`src/hdl/nmwe_pkg.sv`:
```
// ----------------------------------------------------------------------------
// nmwe_pkg
// Shared types, constants and the integer sizing function of the
// null-aware minimal-width key encoder.
// ----------------------------------------------------------------------------
package nmwe_pkg;

  // Value byte counts and bit widths
  localparam logic [4:0] BYTE_1  = 5'd1;
  localparam logic [4:0] BYTE_2  = 5'd2;
  localparam logic [4:0] BYTE_4  = 5'd4;
  localparam logic [4:0] BYTE_8  = 5'd8;
  localparam logic [4:0] BYTE_16 = 5'd16;
  localparam int BIT_8  = 8;
  localparam int BIT_32 = 32;
  localparam int BIT_64 = 64;

  typedef enum logic [1:0] {
    KIND_INT    = 2'd0,
    KIND_DOUBLE = 2'd1,
    KIND_BOOL   = 2'd2,
    KIND_DEC128 = 2'd3
  } kind_t;

  // Classified request: value byte count (0 for null) and 128-bit payload
  typedef struct packed {
    logic [4:0]          size;
    logic [2*BIT_64-1:0] data;
  } desc_t;

  // Smallest of 1, 2, 4 or 8 bytes that holds v as signed two's complement
  function automatic logic [4:0] int_size(input logic [BIT_64-1:0] v);
    logic [BIT_64-1:0] m;
    logic [4:0]        s;
    m = v[BIT_64-1] ? ~v : v;
    if (m[BIT_64-1:7] == '0) begin
      s = BYTE_1;
    end else if (m[BIT_64-1:15] == '0) begin
      s = BYTE_2;
    end else if (m[BIT_64-1:BIT_32-1] == '0) begin
      s = BYTE_4;
    end else begin
      s = BYTE_8;
    end
    return s;
  endfunction

endpackage

```
`src/hdl/nmwe_front.sv`:
```
// ----------------------------------------------------------------------------
// nmwe_front
// Accepts one column value per request, sizes it and registers the
// resulting descriptor for the queue.
// ----------------------------------------------------------------------------
module nmwe_front (
  input  logic                    clk,
  input  logic                    rst,
  input  logic                    in_valid,
  output logic                    in_ready,
  input  logic [1:0]              in_kind,
  input  logic                    in_null,
  input  logic [63:0]             in_lo,
  input  logic [63:0]             in_hi,
  output logic                    desc_valid,
  input  logic                    desc_ready,
  output nmwe_pkg::desc_t         desc
);
  import nmwe_pkg::*;

  desc_t desc_next;

  // Classify the incoming value
  always_comb begin
    desc_next.data = {in_hi, in_lo};
    unique case (kind_t'(in_kind))
      KIND_INT: begin
        desc_next.size = int_size(in_lo);
      end
      KIND_DOUBLE: begin
        desc_next.size = BYTE_8;
      end
      KIND_BOOL: begin
        desc_next.size = BYTE_1;
        desc_next.data = {{(2*BIT_64-1){1'b0}}, |in_lo};
      end
      KIND_DEC128: begin
        desc_next.size = BYTE_16;
      end
      default: begin
        desc_next.size = BYTE_8;
      end
    endcase
    if (in_null) begin
      desc_next.size = '0;
    end
  end

  assign in_ready = !desc_valid || desc_ready;

  // Hold the descriptor until the queue takes it
  always_ff @(posedge clk) begin
    if (rst) begin
      desc_valid <= 1'b0;
    end else if (in_ready) begin
      desc_valid <= in_valid;
    end
  end

  always_ff @(posedge clk) begin
    if (in_valid && in_ready) begin
      desc <= desc_next;
    end
  end

endmodule

```
`src/hdl/nmwe_queue.sv`:
```
// ----------------------------------------------------------------------------
// nmwe_queue
// Two-entry descriptor queue between the front and the byte serializer.
// ----------------------------------------------------------------------------
module nmwe_queue (
  input  logic            clk,
  input  logic            rst,
  input  logic            wr_valid,
  output logic            wr_ready,
  input  nmwe_pkg::desc_t wr_desc,
  output logic            rd_valid,
  input  logic            rd_ready,
  output nmwe_pkg::desc_t rd_desc
);
  import nmwe_pkg::*;

  desc_t      entry [2];
  logic       wr_ptr;
  logic       rd_ptr;
  logic [1:0] count;
  logic       push;
  logic       pop;

  assign wr_ready = (count != 2'd2);
  assign rd_valid = (count != 2'd0);
  assign rd_desc  = entry[rd_ptr];
  assign push     = wr_valid && wr_ready;
  assign pop      = rd_valid && rd_ready;

  // Advance pointers and fill count
  always_ff @(posedge clk) begin
    if (rst) begin
      wr_ptr <= 1'b0;
      rd_ptr <= 1'b0;
      count  <= 2'd0;
    end else begin
      if (push) begin
        wr_ptr <= !wr_ptr;
      end
      if (pop) begin
        rd_ptr <= !rd_ptr;
      end
      count <= count + {1'b0, push} - {1'b0, pop};
    end
  end

  always_ff @(posedge clk) begin
    if (push) begin
      entry[wr_ptr] <= wr_desc;
    end
  end

`ifndef SYNTHESIS
  a_count_bound: assert property (@(posedge clk) disable iff (rst)
    count != 2'd3)
    else $error("queue count out of range");
`endif

endmodule

```
`src/hdl/nmwe_back.sv`:
```
// ----------------------------------------------------------------------------
// nmwe_back
// Serializes one descriptor into its size byte and value bytes, least
// significant first, through a registered byte output.
// ----------------------------------------------------------------------------
module nmwe_back (
  input  logic            clk,
  input  logic            rst,
  input  logic            q_valid,
  output logic            q_ready,
  input  nmwe_pkg::desc_t q_desc,
  output logic            out_valid,
  input  logic            out_ready,
  output logic [7:0]      out_byte,
  output logic            out_last
);
  import nmwe_pkg::*;

  desc_t      cur;
  logic       cur_valid;
  logic [4:0] pos;
  logic [4:0] pos_next;
  logic [3:0] idx;
  logic       load;
  logic       byte_last;
  logic       take;
  logic [7:0] byte_next;

  assign load      = !out_valid || out_ready;
  assign byte_last = (pos == cur.size);
  assign take      = load && cur_valid && byte_last;
  assign q_ready   = !cur_valid || take;
  assign idx       = 4'(pos - 5'd1);
  assign pos_next  = pos + 5'd1;

  // Pick the size byte first, then value bytes
  always_comb begin
    if (pos == 5'd0) begin
      byte_next = {3'b000, cur.size};
    end else begin
      byte_next = cur.data[{idx, 3'b000} +: BIT_8];
    end
  end

  // Track the current descriptor and byte position
  always_ff @(posedge clk) begin
    if (rst) begin
      cur_valid <= 1'b0;
      pos       <= '0;
    end else if (q_ready) begin
      cur_valid <= q_valid;
      pos       <= '0;
    end else if (load && cur_valid) begin
      pos <= pos_next;
    end
  end

  always_ff @(posedge clk) begin
    if (q_ready && q_valid) begin
      cur <= q_desc;
    end
  end

  // Output register
  always_ff @(posedge clk) begin
    if (rst) begin
      out_valid <= 1'b0;
    end else if (load) begin
      out_valid <= cur_valid;
    end
  end

  always_ff @(posedge clk) begin
    if (load && cur_valid) begin
      out_byte <= byte_next;
      out_last <= byte_last;
    end
  end

`ifndef SYNTHESIS
  a_pos_in_range: assert property (@(posedge clk) disable iff (rst)
    cur_valid |-> (pos <= cur.size))
    else $error("byte position past end of value");

  a_size_legal: assert property (@(posedge clk) disable iff (rst)
    cur_valid |-> (cur.size == 5'd0 || cur.size == BYTE_1 || cur.size == BYTE_2 ||
                   cur.size == BYTE_4 || cur.size == BYTE_8 || cur.size == BYTE_16))
    else $error("illegal value size");

  a_idle_after_reset: assert property (@(posedge clk)
    rst |=> !out_valid)
    else $error("output valid right after reset");
`endif

endmodule

```
`src/hdl/null_aware_min_width_int_encoder.sv`:
```
// Path: front register, queue entry, serializer register, output byte register.
// Throughput: one key byte per cycle unless m_axis_tready is low; a value's key
//   has 1 + size bytes (1 for null, 2/3/5/9 for integers, 9 double, 2 boolean,
//   17 decimal); the byte serializer sets the rate, values follow with no gap.
// Reset: synchronous, active high; clears all valid flags and queue pointers.
// ----------------------------------------------------------------------------
// null_aware_min_width_int_encoder
// Encodes column values as length-prefixed minimal-width little-endian keys.
// ----------------------------------------------------------------------------
module null_aware_min_width_int_encoder (
  input  logic         clk,
  input  logic         rst,
  input  logic         s_axis_tvalid,
  output logic         s_axis_tready,
  input  logic [127:0] s_axis_tdata,  // value_lo[63:0], value_hi[127:64]
  input  logic [2:0]   s_axis_tuser,  // kind[1:0], is_null[2]
  output logic         m_axis_tvalid,
  input  logic         m_axis_tready,
  output logic [7:0]   m_axis_tdata,  // out_byte[7:0]
  output logic         m_axis_tlast
);
  import nmwe_pkg::*;

  logic  f_valid;
  logic  f_ready;
  desc_t f_desc;
  logic  q_valid;
  logic  q_ready;
  desc_t q_desc;

  // Accept and classify
  nmwe_front u_front (
    .clk        (clk),
    .rst        (rst),
    .in_valid   (s_axis_tvalid),
    .in_ready   (s_axis_tready),
    .in_kind    (s_axis_tuser[1:0]),
    .in_null    (s_axis_tuser[2]),
    .in_lo      (s_axis_tdata[63:0]),
    .in_hi      (s_axis_tdata[127:64]),
    .desc_valid (f_valid),
    .desc_ready (f_ready),
    .desc       (f_desc)
  );

  // Decouple front and back
  nmwe_queue u_queue (
    .clk      (clk),
    .rst      (rst),
    .wr_valid (f_valid),
    .wr_ready (f_ready),
    .wr_desc  (f_desc),
    .rd_valid (q_valid),
    .rd_ready (q_ready),
    .rd_desc  (q_desc)
  );

  // Serialize bytes
  nmwe_back u_back (
    .clk       (clk),
    .rst       (rst),
    .q_valid   (q_valid),
    .q_ready   (q_ready),
    .q_desc    (q_desc),
    .out_valid (m_axis_tvalid),
    .out_ready (m_axis_tready),
    .out_byte  (m_axis_tdata),
    .out_last  (m_axis_tlast)
  );

endmodule

```
`config.mk`:
```
export PLATFORM = sky130hd
export DESIGN_NAME = null_aware_min_width_int_encoder
export DESIGN_NICKNAME = d
export VERILOG_FILES = /design/src/hdl/nmwe_pkg.sv /design/src/hdl/nmwe_front.sv /design/src/hdl/nmwe_queue.sv /design/src/hdl/nmwe_back.sv /design/src/hdl/null_aware_min_width_int_encoder.sv
export SDC_FILE = /design/constraint.sdc
export NUM_CORES = 1
export LEC_CHECK = 0
export ABC_CLOCK_PERIOD_IN_PS = 19800
export BUFFER_PORTS_ARGS = -buffer_cell sky130_fd_sc_hd__clkbuf_2
export CORE_MARGIN = 4
export CORE_UTILIZATION = 29
export DETAILED_ROUTE_END_ITERATION = 10
export HOLD_SLACK_MARGIN = 0.1
export PLACE_DENSITY = 0.41
export SYNTH_ARGS = -nofsm -noshare
export SYNTH_HDL_FRONTEND = slang
export SYNTH_SLANG_ARGS = --single-unit
export TNS_END_PERCENT = 100
```
`constraint.sdc`:
```
create_clock -name clk -period 19.8 [get_ports clk]
set_clock_uncertainty 0.1 [all_clocks]
set_input_delay 3.96 -clock clk [delete_from_list [all_inputs] [get_ports clk]]
set_output_delay 3.96 -clock clk [all_outputs]
set_load 0.01 [all_outputs]
```
# After elaboration in Yosys (flattened, before gate mapping)
# Memories as Yosys holds them, arrays and structs flattened. A register that Yosys moved wholly into a read port is not among the register bits.
# Index checks and enable logic that the tools add are counted.
dict set report word_totals {
  ff_bits 154
  mem_bits_rw 266
  in_bits 135
  out_inout_bits 11
  word_cells 55
  mem_count 1
}
dict set report op_classes {
  addsub 4
  eq_ne 5
  n_shift 1
  n_mux 9
  bitwise_logic 1
  reduce_logical 21
}
# memory depth width rd rd_ports_with_merged_regs write_ports line_no
set memory_table {}
lappend memory_table {u_queue.entry 2 133 1 1 1 nmwe_queue.sv:17} ;# desc_t entry [2];
# op n
set op_table {}
lappend op_table {{indexed part select 128 x 8 -> 8 bit} 1}
lappend op_table {{two-way mux 64 bit} 1}
lappend op_table {{NOT 64 bit} 1}
lappend op_table {{OR reduction 64 bit} 1}
lappend op_table {{zero test 57 bit} 1}
lappend op_table {{zero test 49 bit} 1}
lappend op_table {{zero test 33 bit} 1}
lappend op_table {{one-hot mux 5 bit (4 select lines)} 1}
lappend op_table {{two-way mux 5 bit} 3}
lappend op_table {{adder 5 x 1 -> 5 bit (second input constant)} 1}
lappend op_table {{== test 5 bit} 1}
lappend op_table {{logical AND 1 bit} 5}
lappend op_table {{zero test 1 bit} 5}
lappend op_table {{zero test 5 bit} 1}
lappend op_table {{== test 2 bit (second input constant)} 2}
lappend op_table {{two-way mux 4 bit} 1}
lappend op_table {{subtractor 4 x 1 -> 4 bit (second input constant)} 1}
lappend op_table {{logical OR 1 bit} 3}
lappend op_table {{two-way mux 1 bit} 3}
lappend op_table {{adder 2 x 1 -> 2 bit} 1}
lappend op_table {{== test 2 x 1 -> 1 bit (second input constant)} 1}
lappend op_table {{zero test 2 bit} 1}
lappend op_table {{inequality test 2 bit (second input constant)} 1}
lappend op_table {{nonzero test 2 bit} 1}
lappend op_table {{other kinds (2)} 2}

# Depth between registers and ports, before layout
# Gate-level depths: netlist of the first run.
dict set report depth {
  ltp_word 7
  mapped_depth 11
  depth_no_buf 9
}

# Cells and area by module
# A second synthesis of the first run with hierarchy kept.
dict set report hier_totals {
  hier_cells 1132
  area_unflattened_um2 21570.7
}
# module instances cells_each area_per_inst_um2 seq_area_each_um2
set modules_own_cells {}
lappend modules_own_cells {nmwe_queue 1 443 10139.7 8087.8}
lappend modules_own_cells {nmwe_back 1 340 6087.1 4404.2}
lappend modules_own_cells {nmwe_front 1 349 5343.9 4013.8}

# Worst setup path before layout of the first run
# OpenSTA, ideal clock, no wires.
dict set report synth_timing {
  path_kind {input -> register}
  start {input m_axis_tready}
  end {register u_queue.count[1]}
  setup_time_ps 115
  t_arrival_ps 16060
  required_time_ps 19585
  setup_slack_ps 3526
  cell_stages 9
  path_buffers 0
  cell_sequence {nand2b_1 -> o21ai_0 -> o32ai_1 -> ha_1 -> inv_1 -> ha_1 -> xor2_1 -> xnor2_1 -> nor2_1}
}
dict set report synth_via {
  elab_chain_len 6
}
# element line_no
set synth_lines {}
lappend synth_lines {{start, declared} null_aware_min_width_int_encoder.sv:18} ;# input logic m_axis_tready,
lappend synth_lines {{logical OR 1 bit} nmwe_back.sv:29} ;# assign load = !out_valid || out_ready;
lappend synth_lines {{logical AND 1 bit (2 in series)} nmwe_back.sv:31} ;# assign take = load && cur_valid && byte_last;
lappend synth_lines {{logical OR 1 bit} nmwe_back.sv:32} ;# assign q_ready = !cur_valid || take;
lappend synth_lines {{logical AND 1 bit} nmwe_queue.sv:28} ;# assign pop = rd_valid && rd_ready;
lappend synth_lines {{named net u_queue.pop} nmwe_queue.sv:22} ;# logic pop;
lappend synth_lines {{subtractor 2 x 1 -> 2 bit} nmwe_queue.sv:43} ;# count <= count + {1'b0, push} - {1'b0, pop};
lappend synth_lines {{end signal, assigned} nmwe_queue.sv:43}
lappend synth_lines {{end, declared} nmwe_queue.sv:20} ;# logic [1:0] count;
# The timed path passes the listed nets, and every way through them passes these cells.
# A chain may end at the register's enable or synchronous reset.

# Worst setup path after layout of the first run
dict set report layout_timing {
  start {input s_axis_tdata[50]}
  end {register u_front.desc[131] (netlist name) (data pin)}
}
dict set report layout_via {
  elab_chain_len 7
  word_cells_on_any_way 9
  classes_between {mux: 5; bitwise: 1; reduce/logical: 3}
}
# element line_no
set layout_lines {}
lappend layout_lines {{start, declared} null_aware_min_width_int_encoder.sv:15} ;# input logic [127:0] s_axis_tdata,
lappend layout_lines {{NOT 64 bit} nmwe_pkg.sv:35} ;# m = v[BIT_64-1] ? ~v : v;
lappend layout_lines {{two-way mux 64 bit (*)} nmwe_pkg.sv:35}
lappend layout_lines {{zero test 33 bit} nmwe_pkg.sv:40} ;# end else if (m[BIT_64-1:BIT_32-1] == '0) begin
lappend layout_lines {{two-way mux 4 bit} nmwe_pkg.sv:40}
lappend layout_lines {{two-way mux 5 bit} nmwe_pkg.sv:38} ;# end else if (m[BIT_64-1:15] == '0) begin
lappend layout_lines {{two-way mux 5 bit (*)} nmwe_pkg.sv:36} ;# if (m[BIT_64-1:7] == '0) begin
lappend layout_lines {{one-hot mux 5 bit (4 select lines) (*)} nmwe_front.sv:26} ;# unique case (kind_t'(in_kind))
lappend layout_lines {{end signal, assigned} nmwe_front.sv:62} ;# desc <= desc_next;
lappend layout_lines {{end, declared} nmwe_front.sv:17} ;# output nmwe_pkg::desc_t desc
# Every way passes the cells marked *; elsewhere a longest branch is shown, timed or not.

==> flow_summary.ini, run 1 <==
[clocking]
root_buffer = clkbuf_16
cts_max_level = 2
cts.clk_slew.worst_paths_ns = 0.06
cts_tree = built
cts.sinks = 553
cts_resized = 0
cts_hold_repair.buffers = 0
cts_setup_buffers = 0
numCtsBuffers = 59
clk_path_buf_depth = 3
clock_latency_ns = 0.60

[yosys]
syn_area_mm2 = 0.0208
synth-seq-cells = 553
synth.top_cells.by_area = edfxtp_1 (78%), mux2_2 (7.5%), and2_1 (3.9%), mux4_2 (3.8%), dfxtp_1 (1.2%)
netlist.area_leader.share = 0.781
async_reset_ff_frac = 0
synthCells = 1048
synth-main-ff-cell = edfxtp_1
ys_seq_area_frac = 0.793
ys.warnings.count = 0
synth.largest_area_cell = edfxtp_1
synth.avg_cell_area_um2 = 19.8
synth.distinct_cells = 40
syn_nets = 1188
synth_edf_count = 541

[worst_setup_path]
crit_path_start = s_axis_tdata[50]
crit_path_max_fanout = 4
start_kind = input port
r2r_cells = 11
worstPathArrival_ns = 6.09
r2r-end = u_queue.count[1]
worst_setup_path_end_kind = register
r2r_slack_ns = 16.15
path_class = input port to register
critPathRequiredTime_ns = 20.03
r2r_start = u_back.pos[0]

[place]
dp_hpwl_um = 27600
dpl_cell_area_mm2 = 0.0226
gp_congestion = 0.734
io_buffers = 145

[die]
start_util = 0.295
fp-row-count = 97
fp.dieH_um = 276
coreArea_mm2 = 0.0705
dieArea_mm2 = 0.0760
dieWidth_um = 276
io_pins = 146

[global_routing]
antenna_found_initial = 0
grt_max_degree = 136
track_usage = 0.117
grt_pass1_vias = 10300
grt_pass1_wl_um = 66400
overflow = 0

[min_path]
min_path_type = register to register
min_delay_path_depth = 0
hold-path-endpoint = u_queue.entry[1][18]
hold_path_startpoint = u_front.desc[18]

[detailed_routing]
wl_um = 44700
routedWlPerCell_um = 20.2
ant_nets = 0
vias_per_cell = 4.34
dr.first_iter.drc_count = 446
vias = 9587
drtPass1Iterations = 5
drt_drc_violations_left = 0

[power]
p_leak_nw = 8.11
ir_drop_uv = 75.0
power_density_mw_per_mm2 = 126
power.total_mw = 3.09

[sta]
setup_viol = 0
slew_headroom = 0.270
slew_viol_final = 0
fin_setup_tns_ns = 0
finalCriticalPeriod_ns = 5.87
worstMarginPinSlew_ns = 1.09
hold_violations = 0
whs_ns = 0.336
rsz0062_at_grt = no
post-route-period-util = 0.296
fmax_ghz = 0.170

[layout]
syn2layout_area_growth_pct = 17.9
layout_commonest_cell = edfxtp_1
final_cell_mix = edfxtp_1 (541), clkbuf_2 (145), mux2_2 (138), and2_1 (129), clkbuf_16 (61)
drive_gt1_frac = 0.331
num-nets-final = 1364
fin_area_mm2 = 0.0245

[job]
drv_cap = 0

[outcome]
outcome = complete, no violations
[through the flow]
stage,utilization,setup slack (ns),instances
6_report,0.348,13.93,2211
5_1_grt,0.348,13.89,2210
4_1_cts,0.348,13.96,2210
3_5_place_dp,0.321,13.30,2103
3_3_place_gp,0.321,13.29,2103
2_1_floorplan,-,3.53,1048
[registers in the layout (all words and copies together), names as in the netlist]
| register | count |
|---|---|
| u_back.out_byte | 8 |
| u_back.out_valid | 1 |
| u_back.cur | 133 |
| u_front.desc_valid | 1 |
| u_back.pos | 5 |
| u_back.out_last | 1 |
| u_back.cur_valid | 1 |
| u_queue.entry | 266 |
| u_front.desc | 133 |
| u_queue.count | 2 |
| u_queue.rd_ptr | 1 |
| u_queue.wr_ptr | 1 |
[worst max-delay path, cell delays in order]
cell and delay, ns:
clkbuf_2 0.10, nor4_1 0.80, nand4_1 0.34, or3_1 0.44, a211oi_2 0.30, a21boi_0 0.14
[layout make-up]
| type | instances | area (um2) |
|---|---|---|
| clock inverter | 36 | 302 |
| inverter | 9 | 33.8 |
| fill | 6668 | 46000 |
| multi-input combinational | 444 | 4120 |
| timing repair buffer | 157 | 828 |
| sequential | 553 | 16500 |
| antenna | 1 | 2.50 |
| tap | 940 | 1180 |
| clock buffer | 71 | 1560 |
[cells by family after synthesis]
kind of cell    synth area share
compound gates            0.0102
xor+xnor                 0.00674
buf+inv                   0.0114
flops                      0.793
mux                        0.115
fa+ha+maj                0.00301
simple gates              0.0606
[power by group]
| part | switching [mW] | internal, mW | total (mW) | leakage (nW) |
|---|---|---|---|---|
| Clock | 0.439 | 0.623 | 1.06 | 0.910 |
| Combinational | 0.240 | 0.172 | 0.412 | 1.98 |
| Sequential | 0.0690 | 1.54 | 1.61 | 5.22 |
[cell usage after synthesis, types with 5 or more instances]
cell / n
and3_1: 5
nand3_1: 5
and2_1: 129
nor2_1: 21
inv_1: 8
dfxtp_1: 12
nor4_1: 12
ha_1: 5
mux4_2: 35
buf_2: 5
nand4_1: 13
clkbuf_1: 33
nand2_1: 10
a21oi_1: 13
edfxtp_1: 541
o22ai_1: 7
mux2_2: 138
mux2i_1: 5
xor2_1: 6
xnor2_1: 10
[worst max-delay path by stage]
stage / to / slack [ns] / cells past startpoint
after global routing: u_queue.count[1] / 13.89 / 11
after global placement: u_front.desc[131] / 13.29 / 6
after CTS: u_front.desc[131] / 13.96 / 6
final: u_front.desc[131] / 13.93 / 6
after floorplan: u_queue.count[1] / 3.53 / 9
after detailed placement: u_front.desc[131] / 13.30 / 6
[per-layer routing]
layer  global-route usage  part of all wire  vias up
li1                     -                 -     4466
met1                0.165              0.47     4881
met2                0.188              0.47      173
met3               0.0236             0.042       67
met4               0.0308             0.019        0
met5                    0                 0        -
Power figures use the tool's default switching activity.
==> run 2: changes to the inputs <==
--- a/config.mk
+++ b/config.mk
@@ -5,7 +5,8 @@
 export SDC_FILE = /design/constraint.sdc
 export NUM_CORES = 1
 export LEC_CHECK = 0
-export ABC_CLOCK_PERIOD_IN_PS = 19800
+export ABC_AREA = 1
+export ABC_CLOCK_PERIOD_IN_PS = 5900
 export BUFFER_PORTS_ARGS = -buffer_cell sky130_fd_sc_hd__clkbuf_2
 export CORE_MARGIN = 4
 export CORE_UTILIZATION = 29
==> constraint.sdc (replaced) <==
create_clock -name clk -period 5.9 [get_ports clk]
set_clock_uncertainty 0.1 [all_clocks]
set_input_delay 1.18 -clock clk [delete_from_list [all_inputs] [get_ports clk]]
set_output_delay 1.18 -clock clk [all_outputs]
set_load 0.01 [all_outputs]
==> flow_summary.ini, run 2 <==
[layout]
num-nets-final = 1773
multi_input_area_mm2 = 0.00410
largest_register = u_queue.entry
fillers = 7115
layout_commonest_cell = edfxtp_1
largest_reg_flops = 266
drive_gt1_frac = 0.230
final-seq-area_mm2 = 0.0165
final_cell_mix = edfxtp_1 (541), nor2_1 (274), inv_1 (154), clkbuf_2 (145), mux2_2 (133)
biggestRegsByFlops = u_queue.entry x266, u_back.cur x133, u_front.desc x133
insertedDiodeCount = 0
syn2layout_area_growth_pct = 17.6

[yosys]
synthCells = 1464
synth-compound-area-share = 0.0309
synth.largest_area_cell = edfxtp_1
synth-main-ff-cell = edfxtp_1
synth.avg_cell_area_um2 = 14.6
synthSimpleGateAreaFrac = 0.0825
syn_nets = 1604
synth.distinct_cells = 31
synth_edf_count = 541
muxShareOfSynthArea = 0.0700
yosys-top-cells-count = edfxtp_1 (541), nor2_1 (277), inv_1 (155)
ys.warnings.count = 0
syn_area_mm2 = 0.0214
yosys.area_share.xor_xnor = 0.00368
synth.top_cells.by_area = edfxtp_1 (76%), mux2_2 (7.0%), nor2_1 (4.9%), inv_1 (2.7%), nand2_1 (1.7%)
async_reset_ff_frac = 0
ys_seq_area_frac = 0.770
synth_adder_area_share = 0.00292
synth-seq-cells = 553
synth_top_family_by_area = simple AND/OR/NAND/NOR gates
yosysMostFrequentCell = edfxtp_1
netlist.area_leader.share = 0.759

[sta]
slew_viol_final = 0
rsz0062_at_grt = no
hold_violations = 0
setup_viol = 0
fin_setup_tns_ns = 0
slew_headroom = 0.199
worstMarginPinSlew_ns = 1.20
post-route-period-util = 0.576
fmax_ghz = 0.294
finalCriticalPeriod_ns = 3.40

[detailed_routing]
wl_um = 50900
routedWlPerCell_um = 19.3
m1WireLength_um = 23300
dr.first_iter.drc_count = 587
drtPass1Iterations = 5
drt_drc_violations_left = 0
wl_met3_um = 2030
vias_per_cell = 4.33
dr.max_layer_used = met4
vias = 11400
wl_met2_um = 24600
ant_nets = 0

[die]
fp-row-count = 99
coreArea_mm2 = 0.0731
start_util = 0.293
dieArea_mm2 = 0.0782
io_pins = 146
fp.dieH_um = 280
dieWidth_um = 280

[place]
dp_hpwl_um = 32600
gp_congestion = 0.735
io_buffers = 145

[global_routing]
overflow = 0
track_usage = 0.129
grt_pass1_vias = 12100
antenna_found_initial = 0
grt_max_degree = 134
grt_pass1_wl_um = 76100

[worst_setup_path]
start_kind = register
critPathRequiredTime_ns = 6.16
worstPathArrival_ns = 3.66
crit_path_max_fanout = 33
path_class = register to register
worst_setup_path_end_kind = register

[clocking]
cts_hold_repair.buffers = 0
root_buffer = clkbuf_16
clk_path_buf_depth = 3
cts_max_level = 2
numCtsBuffers = 60
cts.clk_slew.worst_paths_ns = 0.06
cts_resized = 0
cts_tree = built
clock_latency_ns = 0.61
cts_setup_buffers = 0
cts.sinks = 553

[power]
ir_drop_uv = 312
power.total_mw = 11.1
power_density_mw_per_mm2 = 441
p_leak_nw = 9.18

[outcome]
outcome = complete, no violations

[min_path]
min_path_type = register to register

[job]
drv_cap = 0
run 2: cell types whose count changed after synthesis, sizes merged, moves of 35 or more:
cell,before,now
nor2,21,277
nand2,10,98
and2,129,1
o21ai,1,73
inv,8,158
mux4,35,0
run 2: worst paths after layout:
| kind | endpoint | start | cells after the start | slack (ns) |
|---|---|---|---|---|
| worst max register to register | u_back.out_byte[4] | u_back.pos[1] | 10 | 2.50 |
| worst min-delay path | u_queue.entry[1][76] | u_front.desc[76] | 0 | 0.34 |
| worst min register to register | u_queue.entry[1][76] | u_front.desc[76] | 0 | 0.34 |
| worst max-delay path | u_back.out_byte[4] | u_back.pos[1] | 10 | 2.50 |
run 2: kinds of logic (layout without fill, tap and decap cells):
logic type | count (synthesis) | count (layout)
DFF | 553 | 553
xor gates and xnor gates | 6 | 6
AOI/OAI and AO/OA | 116 | 116
buffers and inverters | 211 | 426
and+or+nand+nor | 440 | 440
muxes | 133 | 133
adders and majority gates | 5 | 5
run 2: worst max-delay path, stage by stage, from the launching register on:
cell      delay (ns)
dfxtp_1         0.45
inv_1           0.11
ha_1            1.10
buf_4           0.51
nor2_1          0.08
o21ai_0         0.21
o211ai_1        0.22
nand3_1         0.15
nand2_1         0.06
nand2_1         0.06
nand2_1         0.07
run 2: layout make-up:
| cell class | instances | area share |
|---|---|---|
| inverters | 158 | 0.0237 |
| clock inverters | 31 | 0.0136 |
| repair buffers | 160 | 0.0338 |
| multi-input cells | 700 | 0.163 |
| flip-flops and latches | 553 | 0.655 |
| clock buffers | 77 | 0.0630 |
| well taps | 959 | 0.0477 |
run 2: report_power, final:
group / switching [mW] / total, mW / leakage [nW] / internal (mW)
registers: 0.324 / 5.62 / 5.21 / 5.30
logic: 1.12 / 1.75 / 3.02 / 0.631
clock network: 1.49 / 3.72 / 0.942 / 2.23
total: 2.93 / 11.1 / 9.18 / 8.15
run 2: through the flow:
stage	worst slack (ns)	std cells	hold slack, ns	cell area [um2]	util
2_1_floorplan	0.500	1464	0.321	21400	-
3_3_place_gp	2.36	2530	0.324	23200	0.318
3_5_place_dp	2.28	2530	0.330	23200	0.318
4_1_cts	2.51	2638	0.344	25200	0.344
5_1_grt	2.27	2638	0.353	25200	0.344
6_report	2.50	2638	0.338	25200	0.344
run 2: per-layer routing:
metal | vias to the layer above | track usage
met5 | - | 0
met4 | 0 | 0.0373
met3 | 58 | 0.0203
met2 | 210 | 0.215
met1 | 5645 | 0.175
li1 | 5501 | -
==> run 3: changes to the inputs <==
--- a/config.mk
+++ b/config.mk
@@ -5,14 +5,14 @@
 export SDC_FILE = /design/constraint.sdc
 export NUM_CORES = 1
 export LEC_CHECK = 0
-export ABC_AREA = 1
-export ABC_CLOCK_PERIOD_IN_PS = 5900
+export ABC_AREA = 0
+export ABC_CLOCK_PERIOD_IN_PS = 3050
 export BUFFER_PORTS_ARGS = -buffer_cell sky130_fd_sc_hd__clkbuf_2
 export CORE_MARGIN = 4
 export CORE_UTILIZATION = 29
 export DETAILED_ROUTE_END_ITERATION = 10
 export HOLD_SLACK_MARGIN = 0.1
-export PLACE_DENSITY = 0.41
+export PLACE_DENSITY = 0.43
 export SYNTH_ARGS = -nofsm -noshare
 export SYNTH_HDL_FRONTEND = slang
 export SYNTH_SLANG_ARGS = --single-unit
==> constraint.sdc (replaced) <==
create_clock -name clk -period 3.05 [get_ports clk]
set_clock_uncertainty 0.1 [all_clocks]
set_input_delay 0.61 -clock clk [delete_from_list [all_inputs] [get_ports clk]]
set_output_delay 0.61 -clock clk [all_outputs]
set_load 0.01 [all_outputs]
==> flow_summary.ini, run 3 (synthesized netlist as in run 1, its figures left out) <==
[clocking]
clock_latency_ns = 0.60
cts_hold_repair.buffers = 0
cts.clk_slew.worst_paths_ns = 0.06
cts_resized = 0
cts_tree = built
cts_setup_buffers = 0
cts_max_level = 2
cts.sinks = 553
clk_path_buf_depth = 3
numCtsBuffers = 60
root_buffer = clkbuf_16

[sta]
worst_slack_ns = 0.531
worstMarginPinSlew_ns = 0.894
whs_ns = 0.176
rsz0062_at_grt = no
fmax_ghz = 0.397
slew_headroom = 0.398
fin_setup_tns_ns = 0
setup_viol = 0
post-route-period-util = 0.826
finalCriticalPeriod_ns = 2.52
hold_violations = 0
slew_viol_final = 0

[layout]
layout_commonest_cell = edfxtp_1
largest_reg_flops = 266
biggestRegsByFlops = u_queue.entry x266, u_back.cur x133, u_front.desc x133
fin_util = 0.352
drive_gt1_frac = 0.341
largest_register = u_queue.entry
final_cell_mix = edfxtp_1 (541), clkbuf_2 (145), mux2_2 (138), and2_1 (129), clkbuf_16 (62)
insertedDiodeCount = 0
num-nets-final = 1378
syn2layout_area_growth_pct = 19.3

[job]
drv_cap = 0

[power]
ir_drop_uv = 437
p_leak_nw = 8.22
power_density_mw_per_mm2 = 818

[worst_setup_path]
worstPathArrival_ns = 2.78
crit_path_max_fanout = 6
start_kind = register
r2r_slack_ns = 0.53
critPathRequiredTime_ns = 3.31
path_class = register to register
worst_setup_path_end_kind = register

[die]
dieWidth_um = 276
dieArea_mm2 = 0.0760
io_pins = 146
fp.dieH_um = 276
start_util = 0.295
coreArea_mm2 = 0.0705
fp-row-count = 97

[detailed_routing]
ant_nets = 0
vias = 9733
vias_per_cell = 4.37
drt_drc_violations_left = 0
dr.first_iter.drc_count = 563
wl_um = 45700
routedWlPerCell_um = 20.5
drtPass1Iterations = 4

[global_routing]
track_usage = 0.120
overflow = 0
antenna_found_initial = 0
grt_max_degree = 77
grt_pass1_vias = 10300
grt_pass1_wl_um = 67700

[outcome]
outcome = complete, no violations

[place]
dp_hpwl_um = 29900
dp_slack_ns = -0.0838
gp_congestion = 0.727
io_buffers = 145

[min_path]
min_path_type = input port to register
==> run 3: cell count changes in the layout (fill, tap and decap cells not counted), moves of 8 or more <==
cell	before	now
and2_1	1	129
buf_12	1	11
inv_1	154	5
mux4_2	0	35
nand2_1	98	9
nand3_1	37	4
nor2_1	274	20
nor4_1	2	12
o211ai_1	32	0
o21ai_0	66	0
xnor2_1	1	9
==> run 3: stage by stage <==
step	area (um2)	std cells	total power [mW]
floorplan	20900	1048	12.4
global placement	22900	2116	13.7
detailed placement	22900	2116	13.6
CTS	24800	2226	20.7
global route	24800	2226	21.2
finish	24800	2226	20.3
==> run 3: power breakdown <==
part,leakage [nW],internal (mW),switching [mW]
combinational,2.09,1.25,1.61
sequential,5.22,10.0,0.538
clock,0.912,4.04,2.84
total,8.22,15.3,4.99
==> run 3: area by class of cell <==
| type | instances | area, um2 |
|---|---|---|
| clock inverter | 32 | 267 |
| timing repair buffer | 170 | 1050 |
| sequential | 553 | 16500 |
| tap | 940 | 1180 |
| clock buffer | 78 | 1610 |
| multi-input combinational | 444 | 4150 |
| fill | 6648 | 45700 |
| inverter | 9 | 46.3 |
==> run 3: critical path, cell delays in order (launching register included) <==
cell and delay, ns:
dfxtp_1 0.41, inv_1 0.09, ha_1 0.25, xnor2_1 0.53, buf_4 0.25, mux4_2 0.50, and2_1 0.17
==> run 3: final timing paths <==
check	startpoint	cells past startpoint	to
max	u_back.pos[1]	6	u_back.out_byte[6]
min	s_axis_tdata[97]	2	u_front.desc[97]
max reg2reg	u_back.pos[1]	6	u_back.out_byte[6]
min reg2reg	u_front.desc[61]	0	u_queue.entry[1][61]
==> run 3: layer usage <==
layer | part of all wire | GRT usage | vias to the layer above | wire (um)
met5 | 0 | 0 | - | 0
met4 | 0.024 | 0.0328 | 0 | 1090
met3 | 0.040 | 0.0235 | 61 | 1840
met2 | 0.47 | 0.193 | 197 | 21500
met1 | 0.47 | 0.167 | 4981 | 21300
li1 | - | - | 4494 | -
